<file path="src/design/cpig_pkg.sv">
`timescale 1ns / 1ps

package cpig_pkg;

    // Configuration register indices.
    localparam logic [2:0] REG_IMAGE_ROWS        = 3'd0;
    localparam logic [2:0] REG_IMAGE_COLS        = 3'd1;
    localparam logic [2:0] REG_KERNEL_ROWS       = 3'd2;
    localparam logic [2:0] REG_KERNEL_COLS       = 3'd3;
    localparam logic [2:0] REG_VERTICAL_STRIDE   = 3'd4;
    localparam logic [2:0] REG_HORIZONTAL_STRIDE = 3'd5;

    localparam int DIM_W   = 13;
    localparam int KER_W   = 4;
    localparam int PATCH_W = 12;
    localparam int IDX_W   = 24;
    localparam int POS_W   = 6;
    localparam int KCNT_W  = 3;

    localparam int Q_DEPTH = 4;
    localparam int Q_AW    = 2;

    // Clamped geometry as used by the datapath.
    typedef struct packed {
        logic [DIM_W-1:0] ir;
        logic [DIM_W-1:0] ic;
        logic [KER_W-1:0] kr;
        logic [KER_W-1:0] kc;
        logic [DIM_W-1:0] vs;
        logic [DIM_W-1:0] hs;
    } t_geom;

    // One classified patch waiting for the back end.
    typedef struct packed {
        logic [IDX_W-1:0] base;
        logic             ok;
    } t_q_entry;

    typedef struct packed {
        logic full;
        logic empty;
    } t_q_stat;

endpackage

</file>
<file path="src/design/cpig_front.sv">
`timescale 1ns / 1ps

module cpig_front import cpig_pkg::*; (
    input  logic               i_clk,
    input  logic               i_rst_n,
    input  t_geom              i_geom,
    input  logic               i_valid,
    output logic               o_ready,
    input  logic [PATCH_W-1:0] i_patch_row,
    input  logic [PATCH_W-1:0] i_patch_col,
    input  t_q_stat            i_q_stat,
    output logic               o_push,
    output t_q_entry           o_entry
);

    localparam int PROD_W = PATCH_W + DIM_W;

    logic              r_v1;
    logic              r_v2;
    logic [PROD_W-1:0] r_row0;
    logic [PROD_W-1:0] r_col0;
    logic [IDX_W-1:0]  r_prod;
    logic [IDX_W-1:0]  r_col0_lo;
    logic              r_ok;

    logic              w_adv2;
    logic              w_ready1;
    logic              n_ok;
    logic [IDX_W-1:0]  n_prod;

    assign w_adv2   = !r_v2 || !i_q_stat.full;
    assign w_ready1 = !r_v1 || w_adv2;
    assign o_ready  = w_ready1;
    assign o_push   = r_v2 && !i_q_stat.full;

    // The patch fits when its far edge stays within the image on both axes.
    assign n_ok = ((PROD_W + 1)'(r_row0) + (PROD_W + 1)'(i_geom.kr) <= (PROD_W + 1)'(i_geom.ir))
               && ((PROD_W + 1)'(r_col0) + (PROD_W + 1)'(i_geom.kc) <= (PROD_W + 1)'(i_geom.ic));
    assign n_prod = r_row0[IDX_W-1:0] * IDX_W'(i_geom.ic);

    assign o_entry.base = r_ok ? (r_prod + r_col0_lo) : '0;
    assign o_entry.ok   = r_ok;

    always_ff @(posedge i_clk) begin
        if (!i_rst_n) begin
            r_v1 <= 1'b0;
            r_v2 <= 1'b0;
        end else begin
            if (w_adv2) begin
                r_v2 <= r_v1;
            end
            if (w_ready1) begin
                r_v1 <= i_valid;
            end
        end
    end

    always_ff @(posedge i_clk) begin
        if (w_ready1 && i_valid) begin
            r_row0 <= PROD_W'(i_patch_row * i_geom.vs);
            r_col0 <= PROD_W'(i_patch_col * i_geom.hs);
        end
        if (w_adv2 && r_v1) begin
            r_prod    <= n_prod;
            r_col0_lo <= r_col0[IDX_W-1:0];
            r_ok      <= n_ok;
        end
    end

endmodule

</file>
<file path="src/design/cpig_queue.sv">
`timescale 1ns / 1ps

module cpig_queue import cpig_pkg::*; (
    input  logic     i_clk,
    input  logic     i_rst_n,
    input  logic     i_push,
    input  t_q_entry i_entry,
    input  logic     i_pop,
    output t_q_entry o_head,
    output t_q_stat  o_stat
);

    t_q_entry          r_mem [Q_DEPTH];
    logic [Q_AW-1:0]   r_wr;
    logic [Q_AW-1:0]   r_rd;
    logic [Q_AW:0]     r_cnt;

    assign o_head       = r_mem[r_rd];
    assign o_stat.full  = (r_cnt == (Q_AW + 1)'(Q_DEPTH));
    assign o_stat.empty = (r_cnt == '0);

    always_ff @(posedge i_clk) begin
        if (!i_rst_n) begin
            r_wr  <= '0;
            r_rd  <= '0;
            r_cnt <= '0;
        end else begin
            if (i_push) begin
                r_wr <= r_wr + 1'b1;
            end
            if (i_pop) begin
                r_rd <= r_rd + 1'b1;
            end
            if (i_push && !i_pop) begin
                r_cnt <= r_cnt + 1'b1;
            end else if (i_pop && !i_push) begin
                r_cnt <= r_cnt - 1'b1;
            end
        end
    end

    always_ff @(posedge i_clk) begin
        if (i_push) begin
            r_mem[r_wr] <= i_entry;
        end
    end

endmodule

</file>
<file path="src/design/cpig_back.sv">
`timescale 1ns / 1ps

module cpig_back import cpig_pkg::*; (
    input  logic             i_clk,
    input  logic             i_rst_n,
    input  t_geom            i_geom,
    input  t_q_stat          i_q_stat,
    input  t_q_entry         i_head,
    output logic             o_pop,
    output logic             o_valid,
    input  logic             i_ready,
    output logic [IDX_W-1:0] o_element_index,
    output logic [POS_W-1:0] o_kernel_position,
    output logic             o_patch_valid,
    output logic             o_last
);

    logic              r_act;
    logic              r_ok;
    logic [KCNT_W-1:0] r_row;
    logic [KCNT_W-1:0] r_col;
    logic [POS_W-1:0]  r_pos;
    logic [IDX_W-1:0]  r_row_base;

    logic              r_out_valid;
    logic [IDX_W-1:0]  r_out_idx;
    logic [POS_W-1:0]  r_out_pos;
    logic              r_out_ok;
    logic              r_out_last;

    logic              w_out_free;
    logic              w_emit;
    logic              w_row_end;
    logic              w_col_end;
    logic              w_elem_last;

    assign w_out_free  = !r_out_valid || i_ready;
    assign w_emit      = r_act && w_out_free;
    assign w_row_end   = (KER_W'(r_row) == i_geom.kr - KER_W'(1));
    assign w_col_end   = (KER_W'(r_col) == i_geom.kc - KER_W'(1));
    assign w_elem_last = !r_ok || (w_row_end && w_col_end);
    assign o_pop       = !i_q_stat.empty && (!r_act || (w_emit && w_elem_last));

    always_ff @(posedge i_clk) begin
        if (!i_rst_n) begin
            r_act       <= 1'b0;
            r_out_valid <= 1'b0;
        end else begin
            if (o_pop) begin
                r_act <= 1'b1;
            end else if (w_emit && w_elem_last) begin
                r_act <= 1'b0;
            end
            if (w_out_free) begin
                r_out_valid <= w_emit;
            end
        end
    end

    always_ff @(posedge i_clk) begin
        if (o_pop) begin
            r_ok       <= i_head.ok;
            r_row_base <= i_head.base;
            r_row      <= '0;
            r_col      <= '0;
            r_pos      <= '0;
        end else if (w_emit) begin
            r_pos <= r_pos + 1'b1;
            if (w_col_end) begin
                r_col      <= '0;
                r_row      <= r_row + 1'b1;
                r_row_base <= r_row_base + IDX_W'(i_geom.ic);
            end else begin
                r_col <= r_col + 1'b1;
            end
        end
        if (w_emit) begin
            r_out_idx  <= r_ok ? (r_row_base + IDX_W'(r_col)) : '0;
            r_out_pos  <= r_ok ? r_pos : '0;
            r_out_ok   <= r_ok;
            r_out_last <= w_elem_last;
        end
    end

    assign o_valid           = r_out_valid;
    assign o_element_index   = r_out_idx;
    assign o_kernel_position = r_out_pos;
    assign o_patch_valid     = r_out_ok;
    assign o_last            = r_out_last;

endmodule

</file>
<file path="src/design/conv_patch_index_generator_top.sv">
`timescale 1ns / 1ps

// Channel   Direction  Beat contents
// s_axis    in         tdata: patch_row [11:0], patch_col [23:12]
// m_axis    out        tdata: element_index [23:0], kernel_position [29:24];
//                      tuser: patch_valid; tlast: last
// cfg       in         i_cfg_index selects the register, i_cfg_data carries the value
//
// A patch that fits the image produces kernel_rows * kernel_cols beats, one per cycle while
// the output is not held; a patch that does not fit produces a single beat. The back end's
// element counter sets this rate. After acceptance a request passes both front-end stages
// and the queue before the back end loads its first beat into the output register.
// Reset is synchronous and active low; it empties the pipeline and queue and sets every
// configuration register to one. Either side may stall independently: the queue absorbs
// classified requests while the output is held, and the output register holds its beat.

module conv_patch_index_generator_top import cpig_pkg::*; #(
    parameter int MAX_DIM    = 4096,
    parameter int MAX_KERNEL = 8
) (
    input  logic        i_clk,
    input  logic        i_rst_n,
    // Request stream.
    input  logic        s_axis_tvalid,
    output logic        s_axis_tready,
    input  logic [23:0] s_axis_tdata,   // patch_row [11:0], patch_col [23:12]
    // Result stream.
    output logic        m_axis_tvalid,
    input  logic        m_axis_tready,
    output logic [31:0] m_axis_tdata,   // element_index [23:0], kernel_position [29:24], zeros
    output logic        m_axis_tuser,   // patch_valid
    output logic        m_axis_tlast,
    // Configuration writes.
    input  logic        i_cfg_valid,
    output logic        o_cfg_ready,
    input  logic [2:0]  i_cfg_index,
    input  logic [12:0] i_cfg_data
);

    // Raw configuration registers, as written.
    logic [DIM_W-1:0] r_image_rows;
    logic [DIM_W-1:0] r_image_cols;
    logic [KER_W-1:0] r_kernel_rows;
    logic [KER_W-1:0] r_kernel_cols;
    logic [DIM_W-1:0] r_vstride;
    logic [DIM_W-1:0] r_hstride;

    t_geom            w_geom;
    t_q_stat          w_q_stat;
    t_q_entry         w_push_entry;
    t_q_entry         w_head;
    logic             w_push;
    logic             w_pop;
    logic [IDX_W-1:0] w_element_index;
    logic [POS_W-1:0] w_kernel_position;
    logic [POS_W-1:0] w_total_m1;

    assign o_cfg_ready = 1'b1;

    always_ff @(posedge i_clk) begin
        if (!i_rst_n) begin
            r_image_rows  <= DIM_W'(1);
            r_image_cols  <= DIM_W'(1);
            r_kernel_rows <= KER_W'(1);
            r_kernel_cols <= KER_W'(1);
            r_vstride     <= DIM_W'(1);
            r_hstride     <= DIM_W'(1);
        end else if (i_cfg_valid) begin
            case (i_cfg_index)
                REG_IMAGE_ROWS:        r_image_rows  <= i_cfg_data;
                REG_IMAGE_COLS:        r_image_cols  <= i_cfg_data;
                REG_KERNEL_ROWS:       r_kernel_rows <= i_cfg_data[KER_W-1:0];
                REG_KERNEL_COLS:       r_kernel_cols <= i_cfg_data[KER_W-1:0];
                REG_VERTICAL_STRIDE:   r_vstride     <= i_cfg_data;
                REG_HORIZONTAL_STRIDE: r_hstride     <= i_cfg_data;
                default: begin
                end
            endcase
        end
    end

    // Clamp the geometry: kernel sizes to 1..MAX_KERNEL, image sizes to at most MAX_DIM.
    // An image clamp can only take effect when MAX_DIM is below the register's range,
    // so the narrowing of MAX_DIM happens only where it fits.
    always_comb begin
        w_geom.vs = r_vstride;
        w_geom.hs = r_hstride;
        w_geom.ir = (32'(r_image_rows) > MAX_DIM) ? DIM_W'(MAX_DIM) : r_image_rows;
        w_geom.ic = (32'(r_image_cols) > MAX_DIM) ? DIM_W'(MAX_DIM) : r_image_cols;
        if (r_kernel_rows == '0) begin
            w_geom.kr = KER_W'(1);
        end else if (32'(r_kernel_rows) > MAX_KERNEL) begin
            w_geom.kr = KER_W'(MAX_KERNEL);
        end else begin
            w_geom.kr = r_kernel_rows;
        end
        if (r_kernel_cols == '0) begin
            w_geom.kc = KER_W'(1);
        end else if (32'(r_kernel_cols) > MAX_KERNEL) begin
            w_geom.kc = KER_W'(MAX_KERNEL);
        end else begin
            w_geom.kc = r_kernel_cols;
        end
    end

    // Front end: two stages work out the patch origin, check it against the image and
    // form the flat index of the patch's top-left element.
    cpig_front u_front (
        .i_clk       (i_clk),
        .i_rst_n     (i_rst_n),
        .i_geom      (w_geom),
        .i_valid     (s_axis_tvalid),
        .o_ready     (s_axis_tready),
        .i_patch_row (s_axis_tdata[11:0]),
        .i_patch_col (s_axis_tdata[23:12]),
        .i_q_stat    (w_q_stat),
        .o_push      (w_push),
        .o_entry     (w_push_entry)
    );

    // Short queue of classified patches between the two halves.
    cpig_queue u_queue (
        .i_clk   (i_clk),
        .i_rst_n (i_rst_n),
        .i_push  (w_push),
        .i_entry (w_push_entry),
        .i_pop   (w_pop),
        .o_head  (w_head),
        .o_stat  (w_q_stat)
    );

    // Back end: walks the kernel row by row into an output register, one beat per cycle unless held.
    cpig_back u_back (
        .i_clk             (i_clk),
        .i_rst_n           (i_rst_n),
        .i_geom            (w_geom),
        .i_q_stat          (w_q_stat),
        .i_head            (w_head),
        .o_pop             (w_pop),
        .o_valid           (m_axis_tvalid),
        .i_ready           (m_axis_tready),
        .o_element_index   (w_element_index),
        .o_kernel_position (w_kernel_position),
        .o_patch_valid     (m_axis_tuser),
        .o_last            (m_axis_tlast)
    );

    assign m_axis_tdata = {2'b00, w_kernel_position, w_element_index};

    assign w_total_m1 = POS_W'(8'(w_geom.kr * w_geom.kc) - 8'd1);

    // An out-of-image patch gives a single, zeroed, final beat.
    a_invalid_single : assert property (@(posedge i_clk) disable iff (!i_rst_n)
        m_axis_tvalid && !m_axis_tuser |-> m_axis_tlast && (m_axis_tdata == '0))
        else $error("invalid patch beat is not a zeroed final beat");

    // The final beat of a fitting patch sits at the last kernel position.
    a_last_position : assert property (@(posedge i_clk) disable iff (!i_rst_n)
        m_axis_tvalid && m_axis_tuser && m_axis_tlast |-> w_kernel_position == w_total_m1)
        else $error("final beat at wrong kernel position");

    // The queue is never both full and empty, and is never pushed when full.
    a_queue_sane : assert property (@(posedge i_clk) disable iff (!i_rst_n)
        !(w_q_stat.full && w_q_stat.empty) && !(w_push && w_q_stat.full))
        else $error("queue status inconsistent");

    // Nothing is taken from an empty queue.
    a_no_empty_pop : assert property (@(posedge i_clk) disable iff (!i_rst_n)
        w_pop |-> !w_q_stat.empty)
        else $error("pop from empty queue");

endmodule

</file>
<file path="config.mk">
export PLATFORM = sky130hd
export DESIGN_NAME = conv_patch_index_generator_top
export DESIGN_NICKNAME = d
export VERILOG_FILES = /design/src/design/cpig_pkg.sv /design/src/design/cpig_front.sv /design/src/design/cpig_queue.sv /design/src/design/cpig_back.sv /design/src/design/conv_patch_index_generator_top.sv
export SDC_FILE = /design/constraint.sdc
export NUM_CORES = 2
export LEC_CHECK = 0
export CAP_MARGIN = 25
export CORE_MARGIN = 2
export CORE_UTILIZATION = 50
export CTS_CLUSTER_DIAMETER = 30
export DETAILED_ROUTE_END_ITERATION = 6
export DONT_BUFFER_PORTS = 1
export HOLD_SLACK_MARGIN = 0.08
export SLEW_MARGIN = 20
export SYNTH_ARGS = -nofsm -noshare
export SYNTH_HDL_FRONTEND = slang
export SYNTH_HIERARCHICAL = 1
export SYNTH_SLANG_ARGS = --single-unit
</file>
<file path="constraint.sdc">
create_clock -name i_clk -period 9.7 [get_ports i_clk]
set_clock_uncertainty 0.1 [all_clocks]
set_input_delay 1.455 -clock i_clk [delete_from_list [all_inputs] [get_ports i_clk]]
set_output_delay 1.455 -clock i_clk [all_outputs]
set_load 0.01 [all_outputs]
</file>
==> results.ini <==
[cts]
clkTransAtPathRegs_ns=0.05
clock_latency_ns=0.62
post-cts-setup-buffer-count=0
clockBufferDepth=3
cts_tree=done
clock-sinks=341
cts_hold_buf=0
cts_resized=0
cts_root_buf=clkbuf_16
numCtsBuffers=79
htree_levels=3

[final_layout]
area_growth_pct=10.1
layout_commonest_cell=inv_1
antenna_cells=0
nets=4031
mostFrequentLayoutCells=565 x inv_1, 496 x nand2_1, 395 x fa_1
stdcell_count=4264
fillCellCount=5680
drive_gt1_share_pct=6.06

[timing]
slew_headroom_pct=34.1
hold_viol_final=0
finalMaxSlewViolations=0
period_share_pct=65.8
max_freq_mhz=157
setup_tns_ns=0
setup_viol_count_final=0
period_minus_slack_ns=6.39
worstMarginPinSlew_ns=0.989
rsz0062_at_grt=false

[critical_path]
arrival_ns=6.63
crit_start=r_image_cols[12]
critPathMaxFanout=15
r2r_slack_ns=3.31
r2r-end=u_front/r_prod[23]
cp.required_ns=9.94
reg2regPathDepth=20
start_kind=flip-flop
critPathKind=flip-flop to flip-flop
endpoint_kind=flip-flop
timing.rr.start=r_image_cols[12]

[logic_synthesis]
ys_types=82
synth_seq_cells=341
synth_top_area_cell=fa_1
synth-edff-count=256
synth_area_um2=33400
synth_top_area_share_pct=23.7
yosysWarnings=6
synthCells=3368
async_flop_share_pct=0
synth_seq_area_share_pct=28.1
ys.flop_type=edfxtp_1
synthTopCellsByArea=fa_1 24%, edfxtp_1 23%, ha_1 9.5%, inv_1 6.3%, nand2_1 5.6%
avgSynthCellArea_um2=9.92

[hold_path]
holdPathEnd=r_image_rows[6]
min-delay-start=r_image_rows[6]
min_path_type=flip-flop to flip-flop
hold_path_depth=2

[global_routing]
antenna_found_initial=0
grt_pass1_vias=24500
grt_pass1_wl_mm=129
track_usage_pct=23.6
grt_max_degree=86
gr-total-overflow=0

[detailed_routing]
via_count=22900
drc=0
avgRoutedWirePerCell_um=18.6
ant_nets=0
drtIter0Drc=1370
drtPass1Iterations=5
avgViaCountPerCell=5.37
wl_mm=79.2

[place]
dp_hpwl_mm=60.2
gp_congestion=0.885
dp_cells=4119
port_buffers=0

[pwr]
seq_power_share_pct=33.9
p_int_mw=4.30
p_leak_nw=16.5
pwr-share-comb_pct=24.4
power.share.clock_pct=41.7
p_sw_share_pct=32.0
cellPowerDensity_nw_per_um2=172
irDropWorstVdd_mv=0.183
p_switching_mw=2.03

[floorplanning]
design.die.area_um2=68900
pin_count=82
fp-row-count=94
die_y_um=263
initial_core_util_pct=50.6
die_x_um=263
core-area_um2=66000

[status]
status=finished, final reports clean

[job]
max_cap_violations=0

==> through the flow <==
stage	setup WS (ns)	utilization, %	total power [mW]	hold slack (ns)	cell area (um2)
detailed placement	3.04	51.7	3.71	0.346	34100
global route	2.94	55.8	6.69	0.382	36800
floorplan	3.11	-	3.31	0.330	33400
global placement	3.14	51.7	3.66	0.341	34100
finish	3.31	55.8	6.33	0.355	36800
CTS	3.31	55.8	6.39	0.354	36800
==> cell type report <==
cell class / count / area (um2) / share of cell area [%]
Multi-Input combinational cell: 2319 / 21300 / 57.8
Sequential cell: 341 / 9390 / 25.5
Clock inverter: 48 / 621 / 1.69
Clock buffer: 96 / 2080 / 5.66
Timing Repair Buffer: 30 / 229 / 0.622
Inverter: 566 / 2120 / 5.77
Tap cell: 864 / 1080 / 2.94
==> flip-flops by register name, indices dropped and copies added (netlist names), 2 cells and up, named ones only <==
register / count
u_queue/r_mem: 100
u_front/r_col0: 25
r_image_rows: 13
u_back/r_row_base: 24
r_hstride: 13
u_queue/r_wr: 2
u_back/o_kernel_position: 6
u_back/r_row: 3
u_front/r_col0_lo: 24
u_back/r_pos: 6
u_queue/r_cnt: 3
u_back/o_element_index: 24
r_image_cols: 13
u_front/r_prod: 24
r_kernel_rows: 4
r_kernel_cols: 4
u_back/r_col: 3
r_vstride: 13
u_front/r_row0: 25
u_queue/r_rd: 2
==> layer usage <==
layer	track usage, %	vias up	part of all wire, %
met5	0	-	0
met4	6.76	0	2.5
met3	4.01	136	5.0
met2	39.8	582	48
met1	31.3	11500	45
li1	-	10700	-
==> kinds of logic after synthesis <==
| group | share of synthesized area (%) |
|---|---|
| AND/OR/NAND/NOR | 15.5 |
| flip-flops | 28.1 |
| adder cells (fa/ha/maj) | 33.2 |
| buffers and inverters | 8.36 |
| AO/OA/AOI/OAI | 6.31 |
| XOR/XNOR | 4.81 |
| other | 0.0225 |
| multiplexers | 3.79 |
==> power by group through the flow <==
stage	Clock (mW)	Sequential, mW	Combinational, mW
floorplan	0	2.04	1.27
global placement	0	2.16	1.50
detailed placement	0	2.17	1.53
CTS	2.69	2.15	1.55
global route	2.77	2.17	1.75
finish	2.64	2.15	1.54
==> Yosys cell counts, types with 6 or more instances <==
cell,instances
o21bai_1,11
xor2_1,61
dfxtp_1,85
nor2_1,97
o21a_1,22
o21ai_0,57
mux4_2,20
or2_2,7
nand4_1,14
mux2i_1,66
nand2b_1,16
and3_1,19
nand2_1,496
a21o_1,33
nor3_1,35
buf_2,10
edfxtp_1,256
fa_1,395
inv_1,565
nor2b_1,58
a21oi_1,99
or3_1,17
and2_1,236
buf_6,6
o21ai_1,11
a21boi_0,7
xnor2_1,117
nor4_1,8
ha_1,254
a211oi_1,13
nand3_1,43
buf_4,7
a31oi_1,15
clkbuf_1,114
==> worst max-delay path, stage by stage (launching register included) <==
cell and delay, ns:
dfxtp_1 0.46, nor2b_2 0.67, buf_4 0.32, and2_1 0.17, fa_1 0.41, inv_1 0.07
fa_1 0.40, inv_1 0.08, fa_1 0.44, fa_1 0.57, inv_1 0.05, fa_1 0.48
inv_1 0.04, ha_1 0.20, or3_1 0.40, o21bai_1 0.22, a31oi_1 0.32, o31ai_1 0.15
a41oi_1 0.28, a21oi_1 0.12, xnor2_1 0.14
==> worst max path at each step <==
stage / end / slack (ns) / cells past startpoint
2_1_floorplan: u_front/r_col0[23] / 3.11 / 19
3_3_place_gp: u_front/r_col0[23] / 3.14 / 19
3_5_place_dp: u_front/r_col0[21] / 3.04 / 17
4_1_cts: u_front/r_prod[23] / 3.31 / 20
5_1_grt: u_front/r_prod[23] / 2.94 / 20
6_report: u_front/r_prod[23] / 3.31 / 20
Note: power is estimated with default switching activity, not from simulation.
